`src/rtl/core/pbpm_pkg.sv`:
```
// Shared types and constants of the packet buffer pool manager.
package pbpm_pkg;

   // Width of a slot index as it travels on the request and result channels.
   localparam int SLOT_WIDTH = 4;

   // Request codes.
   typedef enum logic [1:0] {
      OP_GET_EMPTY = 2'd0,
      OP_GET_FULL  = 2'd1,
      OP_PUT_EMPTY = 2'd2,
      OP_PUT_FULL  = 2'd3
   } op_type;

   // Commands from the controller to the datapath, one step per cycle.
   typedef struct packed {
      logic init_wr;   // write one entry of the reset chain
      logic accept;    // latch an incoming item
      logic pop;       // pop the head of the selected list
      logic steal;     // pop the tail of the full list
      logic clear;     // null the forward link of the stolen slot
      logic push;      // write the links of the pushed slot
      logic link;      // point the old head back at the pushed slot
      logic finish;    // load the result register
   } cmd_type;

   // Status from the datapath to the controller.
   typedef struct packed {
      op_type op;          // latched request code
      logic   slot_ok;     // latched slot index lies inside the pool
      logic   empty_has;   // empty list holds a slot
      logic   full_has;    // full list holds a slot
      logic   head_has;    // list selected by the request holds a slot
      logic   init_last;   // last entry of the reset chain is being written
      logic   rsp_free;    // result register can take a new item
   } stat_type;

endpackage

```
`src/rtl/core/pbpm_ram.sv`:
```
// Generic single-write, single-read RAM with registered read data.
module pbpm_ram #(
   parameter int WIDTH = 8,
   parameter int DEPTH = 16
) (
   input  logic                                   clock,
   input  logic                                   wr_en,
   input  logic [((DEPTH > 1) ? $clog2(DEPTH) : 1)-1:0] wr_addr,
   input  logic [WIDTH-1:0]                       wr_data,
   input  logic [((DEPTH > 1) ? $clog2(DEPTH) : 1)-1:0] rd_addr,
   output logic [WIDTH-1:0]                       rd_data
);

   logic [WIDTH-1:0] mem_ff [DEPTH];
   logic [WIDTH-1:0] rd_data_ff;

   // Write port and registered read port.
   always_ff @(posedge clock) begin
      if (wr_en) begin
         mem_ff[wr_addr] <= wr_data;
      end
      rd_data_ff <= mem_ff[rd_addr];
   end

   assign rd_data = rd_data_ff;

endmodule

```
`src/rtl/core/pbpm_ctrl.sv`:
```
// Controller state machine of the packet buffer pool manager.
module pbpm_ctrl (
   input  logic               clock,
   input  logic               reset,
   input  logic               req_tvalid,
   output logic               req_tready,
   input  pbpm_pkg::stat_type stat,
   output pbpm_pkg::cmd_type  cmd
);

   typedef enum logic [8:0] {
      ST_INIT  = 9'b000000001,
      ST_IDLE  = 9'b000000010,
      ST_READ  = 9'b000000100,
      ST_POP   = 9'b000001000,
      ST_STEAL = 9'b000010000,
      ST_CLEAR = 9'b000100000,
      ST_PUSH  = 9'b001000000,
      ST_LINK  = 9'b010000000,
      ST_DONE  = 9'b100000000
   } state_type;

   state_type state_ff;
   state_type state_in;
   logic      is_put;

   assign is_put = (stat.op == pbpm_pkg::OP_PUT_EMPTY) || (stat.op == pbpm_pkg::OP_PUT_FULL);

   // Next state and command decode.
   always_comb begin
      state_in   = state_ff;
      cmd        = '0;
      req_tready = 1'b0;
      case (state_ff)
         ST_INIT: begin
            cmd.init_wr = 1'b1;
            if (stat.init_last) begin
               state_in = ST_IDLE;
            end
         end
         ST_IDLE: begin
            req_tready = 1'b1;
            if (req_tvalid) begin
               cmd.accept = 1'b1;
               state_in   = ST_READ;
            end
         end
         ST_READ: begin
            // The link read issued here is ready in the next cycle.
            if (is_put) begin
               state_in = stat.slot_ok ? ST_PUSH : ST_DONE;
            end else if (stat.op == pbpm_pkg::OP_GET_EMPTY) begin
               if (stat.empty_has) begin
                  state_in = ST_POP;
               end else if (stat.full_has) begin
                  state_in = ST_STEAL;
               end else begin
                  state_in = ST_DONE;
               end
            end else begin
               state_in = stat.full_has ? ST_POP : ST_DONE;
            end
         end
         ST_POP: begin
            cmd.pop  = 1'b1;
            state_in = ST_DONE;
         end
         ST_STEAL: begin
            cmd.steal = 1'b1;
            state_in  = ST_CLEAR;
         end
         ST_CLEAR: begin
            cmd.clear = 1'b1;
            state_in  = ST_DONE;
         end
         ST_PUSH: begin
            cmd.push = 1'b1;
            state_in = stat.head_has ? ST_LINK : ST_DONE;
         end
         ST_LINK: begin
            cmd.link = 1'b1;
            state_in = ST_DONE;
         end
         ST_DONE: begin
            if (stat.rsp_free) begin
               cmd.finish = 1'b1;
               state_in   = ST_IDLE;
            end
         end
         default: begin
            state_in = ST_INIT;
         end
      endcase
   end

   // State register.
   always_ff @(posedge clock) begin
      if (reset) begin
         state_ff <= ST_INIT;
      end else begin
         state_ff <= state_in;
      end
   end

endmodule

```
`src/rtl/core/pbpm_datapath.sv`:
```
// List pointers, link memories and result register of the pool manager.
module pbpm_datapath #(
   parameter int SLOT_COUNT = 16
) (
   input  logic               clock,
   input  logic               reset,
   input  pbpm_pkg::cmd_type  cmd,
   output pbpm_pkg::stat_type stat,
   input  logic [7:0]         req_tdata,
   input  logic [1:0]         req_tuser,
   input  logic               rsp_tready,
   output logic               rsp_tvalid,
   output logic [7:0]         rsp_tdata,
   output logic [1:0]         rsp_tuser
);

   localparam int LW = $clog2(SLOT_COUNT + 1);
   localparam int AW = (SLOT_COUNT > 1) ? $clog2(SLOT_COUNT) : 1;
   localparam int SW = pbpm_pkg::SLOT_WIDTH;
   localparam logic [LW-1:0] LINK_NULL = LW'(SLOT_COUNT);
   localparam logic [AW-1:0] LAST_ADDR = AW'(SLOT_COUNT - 1);

   // List ends, request and result registers.
   logic [LW-1:0]        eh_ff, eh_in, et_ff, et_in;
   logic [LW-1:0]        fh_ff, fh_in, ft_ff, ft_in;
   logic [AW-1:0]        cnt_ff, cnt_in;
   pbpm_pkg::op_type     op_ff, op_in;
   logic [SW-1:0]        slot_ff, slot_in;
   logic [LW-1:0]        got_ff, got_in;
   logic                 ow_ff, ow_in;
   logic                 rsp_valid_ff, rsp_valid_in;
   logic [SW-1:0]        rsp_slot_ff, rsp_slot_in;
   logic                 rsp_status_ff, rsp_status_in;
   logic                 rsp_ow_ff, rsp_ow_in;

   // Link memory ports.
   logic                 nx_we, pv_we;
   logic [AW-1:0]        nx_waddr, pv_waddr, nx_raddr, pv_raddr;
   logic [LW-1:0]        nx_wdata, pv_wdata, nx_rdata, pv_rdata;

   logic                 sel_full;
   logic [LW-1:0]        head_sel;
   logic [LW-1:0]        slot_link;
   logic [LW-1:0]        cnt_link;
   logic                 is_get;

   assign sel_full  = (op_ff == pbpm_pkg::OP_GET_FULL) || (op_ff == pbpm_pkg::OP_PUT_FULL);
   assign is_get    = (op_ff == pbpm_pkg::OP_GET_EMPTY) || (op_ff == pbpm_pkg::OP_GET_FULL);
   assign head_sel  = sel_full ? fh_ff : eh_ff;
   assign slot_link = LW'(slot_ff);
   assign cnt_link  = LW'(cnt_ff);

   pbpm_ram #(.WIDTH(LW), .DEPTH(SLOT_COUNT)) u_next (
      .clock   (clock),
      .wr_en   (nx_we),
      .wr_addr (nx_waddr),
      .wr_data (nx_wdata),
      .rd_addr (nx_raddr),
      .rd_data (nx_rdata)
   );

   pbpm_ram #(.WIDTH(LW), .DEPTH(SLOT_COUNT)) u_prev (
      .clock   (clock),
      .wr_en   (pv_we),
      .wr_addr (pv_waddr),
      .wr_data (pv_wdata),
      .rd_addr (pv_raddr),
      .rd_data (pv_rdata)
   );

   // Reads follow the selected head and the full tail at all times.
   assign nx_raddr = head_sel[AW-1:0];
   assign pv_raddr = ft_ff[AW-1:0];

   // Status toward the controller.
   always_comb begin
      stat.op        = op_ff;
      stat.slot_ok   = (32'(slot_ff) < SLOT_COUNT);
      stat.empty_has = (eh_ff < LINK_NULL);
      stat.full_has  = (ft_ff < LINK_NULL);
      stat.head_has  = (head_sel < LINK_NULL);
      stat.init_last = (cnt_ff == LAST_ADDR);
      stat.rsp_free  = !rsp_valid_ff || rsp_tready;
   end

   // Link memory writes for each step.
   always_comb begin
      nx_we    = 1'b0;
      nx_waddr = cnt_ff;
      nx_wdata = LINK_NULL;
      pv_we    = 1'b0;
      pv_waddr = cnt_ff;
      pv_wdata = LINK_NULL;
      if (cmd.init_wr) begin
         // Chain left by pushing slots in rising order onto the empty list.
         nx_we    = 1'b1;
         nx_wdata = (cnt_ff == '0) ? LINK_NULL : cnt_link - LW'(1);
         pv_we    = 1'b1;
         pv_wdata = (cnt_ff == LAST_ADDR) ? LINK_NULL : cnt_link + LW'(1);
      end
      if (cmd.pop) begin
         pv_we    = (nx_rdata < LINK_NULL);
         pv_waddr = nx_rdata[AW-1:0];
      end
      if (cmd.steal) begin
         nx_we    = (pv_rdata < LINK_NULL);
         nx_waddr = pv_rdata[AW-1:0];
         pv_we    = 1'b1;
         pv_waddr = ft_ff[AW-1:0];
      end
      if (cmd.clear) begin
         nx_we    = 1'b1;
         nx_waddr = got_ff[AW-1:0];
      end
      if (cmd.push) begin
         nx_we    = 1'b1;
         nx_waddr = slot_link[AW-1:0];
         nx_wdata = head_sel;
         pv_we    = 1'b1;
         pv_waddr = slot_link[AW-1:0];
      end
      if (cmd.link) begin
         pv_we    = 1'b1;
         pv_waddr = head_sel[AW-1:0];
         pv_wdata = slot_link;
      end
   end

   // Next values of list ends, request and result registers.
   always_comb begin
      eh_in         = eh_ff;
      et_in         = et_ff;
      fh_in         = fh_ff;
      ft_in         = ft_ff;
      cnt_in        = cmd.init_wr ? cnt_ff + AW'(1) : cnt_ff;
      op_in         = op_ff;
      slot_in       = slot_ff;
      got_in        = got_ff;
      ow_in         = ow_ff;
      rsp_valid_in  = rsp_valid_ff && !rsp_tready;
      rsp_slot_in   = rsp_slot_ff;
      rsp_status_in = rsp_status_ff;
      rsp_ow_in     = rsp_ow_ff;
      if (cmd.accept) begin
         op_in   = pbpm_pkg::op_type'(req_tuser);
         slot_in = req_tdata[SW-1:0];
         got_in  = LINK_NULL;
         ow_in   = 1'b0;
      end
      if (cmd.pop) begin
         got_in = head_sel;
         if (sel_full) begin
            fh_in = nx_rdata;
            if (!(nx_rdata < LINK_NULL)) begin
               ft_in = LINK_NULL;
            end
         end else begin
            eh_in = nx_rdata;
            if (!(nx_rdata < LINK_NULL)) begin
               et_in = LINK_NULL;
            end
         end
      end
      if (cmd.steal) begin
         got_in = ft_ff;
         ow_in  = 1'b1;
         ft_in  = pv_rdata;
         if (!(pv_rdata < LINK_NULL)) begin
            fh_in = LINK_NULL;
         end
      end
      if (cmd.push) begin
         // A push onto an empty list makes the slot its head and tail here;
         // otherwise the head moves once the old head points back at it.
         if (sel_full) begin
            if (!(fh_ff < LINK_NULL)) begin
               fh_in = slot_link;
               ft_in = slot_link;
            end
         end else begin
            if (!(eh_ff < LINK_NULL)) begin
               eh_in = slot_link;
               et_in = slot_link;
            end
         end
      end
      if (cmd.link) begin
         if (sel_full) begin
            fh_in = slot_link;
         end else begin
            eh_in = slot_link;
         end
      end
      if (cmd.finish) begin
         rsp_valid_in  = 1'b1;
         rsp_status_in = is_get && !(got_ff < LINK_NULL);
         rsp_slot_in   = (is_get && (got_ff < LINK_NULL)) ? SW'(got_ff) : '0;
         rsp_ow_in     = ow_ff;
      end
   end

   // Control registers.
   always_ff @(posedge clock) begin
      if (reset) begin
         eh_ff        <= LW'(SLOT_COUNT - 1);
         et_ff        <= '0;
         fh_ff        <= LINK_NULL;
         ft_ff        <= LINK_NULL;
         cnt_ff       <= '0;
         rsp_valid_ff <= 1'b0;
      end else begin
         eh_ff        <= eh_in;
         et_ff        <= et_in;
         fh_ff        <= fh_in;
         ft_ff        <= ft_in;
         cnt_ff       <= cnt_in;
         rsp_valid_ff <= rsp_valid_in;
      end
   end

   // Payload registers.
   always_ff @(posedge clock) begin
      op_ff         <= op_in;
      slot_ff       <= slot_in;
      got_ff        <= got_in;
      ow_ff         <= ow_in;
      rsp_slot_ff   <= rsp_slot_in;
      rsp_status_ff <= rsp_status_in;
      rsp_ow_ff     <= rsp_ow_in;
   end

   assign rsp_tvalid = rsp_valid_ff;
   assign rsp_tdata  = {{(8 - SW){1'b0}}, rsp_slot_ff};
   assign rsp_tuser  = {rsp_ow_ff, rsp_status_ff};

endmodule

```
`src/rtl/core/packet_buffer_pool_manager_unit.sv`:
```
// Top level of the packet buffer pool manager: controller, datapath and checks.
//
// The pool of SLOT_COUNT buffer slots sits in two doubly linked lists, an
// empty list and a full list, that share one next-link and one prev-link
// memory. A request gets or puts one slot and always answers with one item.
// A get_empty takes the empty list's head, or steals the oldest full slot
// when no empty slot is left and flags that in the result; a get_full takes
// the newest full slot; a get with nothing to hand out returns status 1.
// Puts push onto the head of their list, and a put of an index outside the
// pool is dropped with an ok result. Requests are taken one at a time: a
// request is accepted in ST_IDLE, passes ST_READ, then ST_POP for a pop,
// ST_STEAL and ST_CLEAR for a steal, or ST_PUSH and, onto a non-empty
// list, ST_LINK for a push, and its result is loaded in ST_DONE, which a
// failed get or dropped put reaches from ST_READ; the steps are set by the
// registered read of the link memories and their single write port each.
// The next request is accepted in the cycle after the result is loaded,
// even while that result still waits to be taken. After reset the block
// writes the initial link chain and takes no request until it is done.
module packet_buffer_pool_manager_unit #(
   parameter int SLOT_COUNT = 16
) (
   input  logic       clock,
   input  logic       reset,
   input  logic       req_tvalid,
   output logic       req_tready,
   input  logic [7:0] req_tdata,   // [3:0] slot_in, [7:4] zero
   input  logic [1:0] req_tuser,   // [1:0] op
   output logic       rsp_tvalid,
   input  logic       rsp_tready,
   output logic [7:0] rsp_tdata,   // [3:0] slot_out, [7:4] zero
   output logic [1:0] rsp_tuser    // [0] status, [1] overwrote_full
);

   pbpm_pkg::cmd_type  cmd;
   pbpm_pkg::stat_type stat;

   pbpm_ctrl u_ctrl (
      .clock      (clock),
      .reset      (reset),
      .req_tvalid (req_tvalid),
      .req_tready (req_tready),
      .stat       (stat),
      .cmd        (cmd)
   );

   pbpm_datapath #(.SLOT_COUNT(SLOT_COUNT)) u_datapath (
      .clock      (clock),
      .reset      (reset),
      .cmd        (cmd),
      .stat       (stat),
      .req_tdata  (req_tdata),
      .req_tuser  (req_tuser),
      .rsp_tready (rsp_tready),
      .rsp_tvalid (rsp_tvalid),
      .rsp_tdata  (rsp_tdata),
      .rsp_tuser  (rsp_tuser)
   );

   // One request at a time: an accepted item closes the request side.
   assert property (@(posedge clock) disable iff (reset)
      (req_tvalid && req_tready) |=> !req_tready)
      else $error("request accepted while another item is in progress");

   // A failed get hands out no slot and reclaims nothing.
   assert property (@(posedge clock) disable iff (reset)
      (rsp_tvalid && rsp_tuser[0]) |-> ((rsp_tdata[3:0] == 4'd0) && !rsp_tuser[1]))
      else $error("failed get carries a slot or an overwrite flag");

   // A new result is loaded only while the request side is closed.
   assert property (@(posedge clock) disable iff (reset)
      $rose(rsp_tvalid) |-> $past(!req_tready))
      else $error("result item appeared without a request in progress");

endmodule

```
`config.mk`:
```
export PLATFORM = sky130hd
export DESIGN_NAME = packet_buffer_pool_manager_unit
export DESIGN_NICKNAME = d
export VERILOG_FILES = /design/src/rtl/core/pbpm_pkg.sv /design/src/rtl/core/pbpm_ram.sv /design/src/rtl/core/pbpm_ctrl.sv /design/src/rtl/core/pbpm_datapath.sv /design/src/rtl/core/packet_buffer_pool_manager_unit.sv
export SDC_FILE = /design/constraint.sdc
export NUM_CORES = 1
export LEC_CHECK = 0
export BUFFER_PORTS_ARGS = -buffer_cell sky130_fd_sc_hd__buf_4
export CORE_MARGIN = 1
export CORE_UTILIZATION = 45
export CTS_CLUSTER_SIZE = 8
export DETAILED_ROUTE_END_ITERATION = 7
export PLACE_DENSITY = 0.72
export SLEW_MARGIN = 0
export SYNTH_ARGS = -nofsm -noshare
export SYNTH_HDL_FRONTEND = slang
export SYNTH_HIERARCHICAL = 1
export SYNTH_SLANG_ARGS = --single-unit
```
`constraint.sdc`:
```
create_clock -name clock -period 3.5 [get_ports clock]
set_clock_uncertainty 0.15 [all_clocks]
set_input_delay 0.175 -clock clock [delete_from_list [all_inputs] [get_ports clock]]
set_output_delay 0.175 -clock clock [all_outputs]
set_load 0.02 [all_outputs]
```
==> results.ini, run 1 <==
[setup_path]
timing.critical_path.max_delay_family=simple AND/OR/NAND/NOR gates
setup.reg_to_reg.worst_slack_ps=170
worst_r2r_startpoint=u_ctrl/state_ff[7]
worstPathCellList=nor4_4 > nand2_1 > nor4b_4 > buf_4 > mux2_2 > mux2i_1 > o21ai_0 > or3b_2 > nor3_2 > buf_4
critPathBufInv=2
delay_of_the_slowest_cell_on_the_worst_path_ps=570
worstSetupPathType=reg -> reg
worst_ep_arrival_time_ps=3430
critical_path.most_common_cell=buf_4
worst_setup_path_end_kind=flip-flop
worst_path_max_delay_cell=or3b_2
setup.worst_path.start=u_ctrl/state_ff[7]
cp_max_fo=11
crit_required_ps=3600
startpoint_type=flip-flop

[pwr]
powerDensity_nw_per_um2=704
total_power_mw=7.79
power_leakage_nw=3.85
ir_worst_vdd_uv=388

[clock_network]
worstSkewPairLatency_ps=530
cts_buffer_depth=3
post-cts-setup-buffer-count=0
buffer_type_at_the_clock_tree_root=clkbuf_16
tritoncts=built
cts_buffers=31
cts_htree_levels=1
worst_setup_hold_path_clk_slew_ps=50
tritoncts_num_sinks=217

[timing]
achievable-frequency_mhz=300
slew_headroom_pct=12.6
max_slew.worst_pin.slew_ps=1310
hold_viol=0
maxSlewViolCount=0
finalCritPeriodShare_pct=95.2
finalHoldWorstSlack_ps=227
fin_crit_ps=3330
grt_setup_unrepaired=false
timing.final.setup_violations=0
setup-tns-final_ps=0

[cells_and_area]
antenna_diode_instance_count=0
final_util_pct=54.5
drive_above_1_share_pct=25.1
flow.area_growth_from_synthesis_pct=18.5
nNetsFinal=740

[worst_hold_path]
hold_start=req_tdata[3]
timing.hold.worst.class=in -> reg

[floorplan]
core.rowCount=52
fp.dieW_um=146
core_area_um2=20300
die-area_um2=21300
pin_count=26
start_util_pct=46.0
dieHeight_um=146

[status]
run_status=finished clean

[routing]
detail_route.wl_per_cell_um=20.0
first_pass_iters=5
detail_route.iter0.violations=447
drtAntennaViolNets=0
wl_um=20400
detailroute.via_count=5767
drt_drc_violations_left=0
detail_route.vias_per_cell=5.66

[placed_design]
place_congestion=0.878
place_hpwl_um=13500
io_buffers=17

[global_routing]
first_global_vias=5946
grt_first_pass_wirelength_um=32900
grt_max_degree=25
overflow=0
grt_util_all_layers_pct=19.8
antenna_found_initial=0

[yosys]
ys_async_sr_fraction_pct=0
yosys.area.top_type=edfxtp_1
synthesis.instances=634
ys_seq_area_share_pct=65.4
synth_top_flop_cell=edfxtp_1
synth.yosys.warnings=6
netlist-cell-type-count=61
yosys-top-cells-area=edfxtp_1, mux4_2, dfxtp_1, nor2_1, mux2i_1
synth_enable_flop_cells=177
synthesis.area_um2=9350
synth_commonest_cells=edfxtp_1, nor2_1, dfxtp_1, mux4_2, nand2_1
synth.ff_latch_count=217
syn-mean-instance-area_um2=14.7
yosys.cell_count.top_type=edfxtp_1
synth.top_cell.area_share_pct=56.9

[run]
maxCapViolations=0

what timing repair did:
| item | in CTS | in global routing |
|---|---|---|
| hold endpoints to repair | 21 | 0 |
| hold buffers | 9 | 0 |
| resized for setup | 0 | 0 |
metrics by stage:
stage | instance area, um2 | setup slack, ps | cells
floorplan | 9360 | 165 | 637
global placement | 10100 | 240 | 951
detailed placement | 10100 | 215 | 951
CTS | 11100 | 200 | 1018
global route | 11100 | 18.7 | 1019
finish | 11100 | 168 | 1019
where the power goes:
group	switching (mW)	internal, mW	leakage (nW)
logic	0.961	0.525	1.49
registers	0.139	3.49	1.94
clock network	1.03	1.65	0.416
registers in the layout, summed over array words and instances (netlist names):
name and count:
u_datapath/ow_ff 1, u_datapath/u_prev/rd_data 5, u_ctrl/state_ff 9, u_datapath/rsp_slot_ff 4, u_datapath/rsp_tvalid 1, u_datapath/rsp_ow_ff 1, u_datapath/u_next/rd_data 5, u_datapath/op_ff 2
u_datapath/rsp_status_ff 1, u_datapath/eh_ff 5, u_datapath/fh_ff 5, u_datapath/ft_ff 5, u_datapath/u_next/mem_ff 80, u_datapath/cnt_ff 4, u_datapath/slot_ff 4, u_datapath/got_ff 5
u_datapath/u_prev/mem_ff 80
final cells by class:
| class | count | area, um2 |
|---|---|---|
| Fill cell | 1592 | 9230 |
| Sequential cell | 217 | 6120 |
| Multi-Input combinational cell | 367 | 2980 |
| Clock buffer | 56 | 870 |
| Timing Repair Buffer | 88 | 683 |
| Tap cell | 270 | 338 |
| Inverter | 19 | 71.3 |
| Clock inverter | 2 | 16.3 |
worst reg2reg max path: stages (launching register included):
cell	delay, ps
dfxtp_1	370
nor4_4	340
nand2_1	190
nor4b_4	230
buf_4	220
mux2_2	350
mux2i_1	170
o21ai_0	180
or3b_2	570
nor3_2	120
buf_4	160
per-layer routing:
layer  up-vias  track usage, %  wire, um
met5         -               0         0
met4         0            8.13       572
met3        46            3.16      1190
met2       234            31.9      9800
met1      2853            27.0      8860
li1       2634               -         -
placed cells by master (no fill, tap or decap), types with 5 or more instances in the layout:
cell | netlist | layout
edfxtp_1 | 177 | 177
mux2i_1 | 16 | 16
a22oi_1 | 12 | 12
o22ai_1 | 5 | 5
a221oi_1 | 7 | 7
o21ai_0 | 22 | 22
nor3_1 | 17 | 15
nor2b_1 | 9 | 9
dfxtp_1 | 40 | 40
mux2_2 | 8 | 8
clkbuf_1 | 7 | 25
and3b_1 | 5 | 5
nand4_1 | 5 | 5
buf_4 | 12 | 79
nand2_1 | 36 | 36
inv_1 | 12 | 12
nand3b_1 | 6 | 6
dlygate4sd3_1 | 0 | 9
nand3_1 | 28 | 28
nand2b_1 | 15 | 15
nor2_1 | 49 | 49
o211ai_1 | 5 | 5
a21oi_1 | 8 | 8
clkbuf_16 | 0 | 31
mux4_2 | 40 | 40
and2_1 | 8 | 8
conb_1 | 2 | 5
a31oi_1 | 6 | 6
worst paths after layout:
path / endpoint / cells past startpoint
worst max-delay path: u_datapath/u_next/mem_ff[0][3] / 10
worst min-delay path: u_datapath/slot_ff[3] / 2
worst max register to register: u_datapath/u_next/mem_ff[0][3] / 10
worst min register to register: u_datapath/rsp_ow_ff / 0
kinds of logic after synthesis:
logic type	count (synthesis)	synth area share, %
fa+ha+maj	2	0.268
buf+inv	53	3.08
mux	64	12.3
flops	217	65.4
xor+xnor	8	0.750
simple gates	202	11.6
other cells	2	0.0804
compound gates	86	6.48
Power figures use the tool's default switching activity.
==> run 2: changes to the inputs <==
Settings changed: ABC_AREA set to 1.
==> results.ini, run 2 <==
[status]
run_status=finished, violations left
failed_checks=DRC

[yosys]
synth.ff_latch_count=217
ys_async_sr_fraction_pct=0
yosys.cell_count.top_type=nand2_1
ys_seq_area_share_pct=59.0
yosys.area.top_type=edfxtp_1
syn-mean-instance-area_um2=9.03
synth.top_cell.area_share_pct=51.3
netlist-cell-type-count=42
yosys-top-cells-area=edfxtp_1, nand2_1, dfxtp_1, nand3_1, inv_1
synth_enable_flop_cells=177
synth.yosys.warnings=6
synthesis.instances=1147
synth_commonest_cells=nand2_1, edfxtp_1, nand3_1, inv_1, nor2_1
synthesis.area_um2=10400
synth_top_flop_cell=edfxtp_1

[cells_and_area]
final_common_cell=nand2_1
antenna_diode_instance_count=0
final_util_pct=51.4
biggest_registers_after_layout=u_datapath/u_next/mem_ff: 80 flops, u_datapath/u_prev/mem_ff: 80 flops, u_ctrl/state_ff: 9 flops
drive_above_1_share_pct=15.7
most_frequent_cells_in_the_layout=nand2_1, edfxtp_1, nand3_1
filler_cell_count=2022
nNetsFinal=1199
flow.area_growth_from_synthesis_pct=12.3
non_filler_cells_final=1492

[timing]
final.setup.worst_slack_ps=308
fin_crit_ps=3190
max_slew.worst_pin.slew_ps=626
setup-tns-final_ps=0
achievable-frequency_mhz=313
timing.final.setup_violations=0
slew_headroom_pct=58.1
maxSlewViolCount=0
hold_viol=0
grt_setup_unrepaired=false
finalCritPeriodShare_pct=91.2

[placed_design]
dp_slack_ps=422
dp_cells=1425
place_congestion=0.940
place_hpwl_um=15200
io_buffers=17

[setup_path]
startpoint_type=flip-flop
cp_max_fo=11
worst_setup_path_end_kind=flip-flop
critPathBufInv=2
worst_ep_arrival_time_ps=3230
timing.critical_path.max_delay_family=simple AND/OR/NAND/NOR gates
worst_path_max_delay_cell=nor2_1
delay_of_the_slowest_cell_on_the_worst_path_ps=430
critical_path.most_common_cell=o21ai_0
worstSetupPathType=reg -> reg
crit_required_ps=3530
worstPathCellList=nor2_2 > nand2_2 > nor2_2 > nand2_1 > inv_1 > buf_4 > o21ai_0 > o21ai_0 > o21ai_0 > nand3b_1 > nor2_1

[floorplan]
fp.dieW_um=154
pin_count=26
core_area_um2=22600
die-area_um2=23600
dieHeight_um=154
core.rowCount=55
start_util_pct=45.8

[routing]
first_pass_iters=8
drtAntennaViolNets=0
detail_route.vias_per_cell=5.10
detail_route.iter0.violations=723
wl_um=23300
detailroute.via_count=7613
detail_route.wl_per_cell_um=15.6
drt_drc_violations_left=2

[pwr]
total_power_mw=7.71
ir_worst_vdd_uv=380
powerDensity_nw_per_um2=663
power_leakage_nw=5.05

[global_routing]
grt_first_pass_wirelength_um=37600
first_global_vias=7349
grt_max_degree=43
overflow=0
antenna_found_initial=0
grt_util_all_layers_pct=20.1

[clock_network]
cts_htree_levels=1
worst_setup_hold_path_clk_slew_ps=50
tritoncts=built
tritoncts_num_sinks=217
cts_resized=0
cts_buffer_depth=3
worstSkewPairLatency_ps=570
buffer_type_at_the_clock_tree_root=clkbuf_16
post-cts-setup-buffer-count=0
cts_buffers=31

[run]
maxCapViolations=0

[worst_hold_path]
timing.hold.worst.class=in -> reg

[run 2: worst paths after layout]
| kind | start | endpoint | cells past startpoint | slack (ps) |
|---|---|---|---|---|
| worst min register to register | u_datapath/ow_ff | u_datapath/rsp_ow_ff | 0 | 280 |
| worst min-delay path | req_tdata[0] | u_datapath/slot_ff[0] | 2 | 180 |
| worst max-delay path | u_ctrl/state_ff[1] | u_datapath/u_next/mem_ff[5][0] | 11 | 310 |
| worst max register to register | u_ctrl/state_ff[1] | u_datapath/u_next/mem_ff[5][0] | 11 | 310 |
[run 2: area by class of cell]
cell class | instances | area [um2] | share of cell area [%]
timing repair buffer | 46 | 370 | 3.18
tap | 285 | 357 | 3.06
clock buffer | 55 | 866 | 7.44
multi-input combinational | 685 | 3120 | 26.8
clock inverter | 2 | 28.8 | 0.247
inverter | 202 | 777 | 6.68
sequential | 217 | 6120 | 52.6
[run 2: cells by family after synthesis]
logic type / after synthesis / synth area share [%]
AND/OR/NAND/NOR: 603 / 25.8
adder cells (fa/ha/maj): 2 / 0.242
AO/OA/AOI/OAI: 74 / 3.82
buffers and inverters: 248 / 10.9
other: 2 / 0.0725
flip-flops: 217 / 59.0
XOR/XNOR: 1 / 0.0846
[run 2: metrics by stage]
stage	hold slack (ps)	area, um2
global placement	204	10600
global route	171	11600
CTS	162	11600
detailed placement	204	10600
floorplan	94.7	10400
finish	179	11600
[run 2: repair_timing]
| action | in CTS | in global routing |
|---|---|---|
| endpoints found under the setup margin | 0 | 0 |
| hold buffers | 10 | 0 |
| hold endpoints to repair | 24 | 0 |
[run 2: where the power goes]
group	leakage, nW	internal, mW	switching (mW)
logic	2.69	0.360	1.06
clock network	0.424	1.65	1.05
registers	1.94	3.47	0.112
[run 2: routing by layer]
metal	track usage, %	wire, um	up-vias
li1	-	-	3746
met2	33.8	11200	269
met1	26.1	9810	3537
met5	0	0	-
met3	2.79	1550	61
met4	8.48	732	0
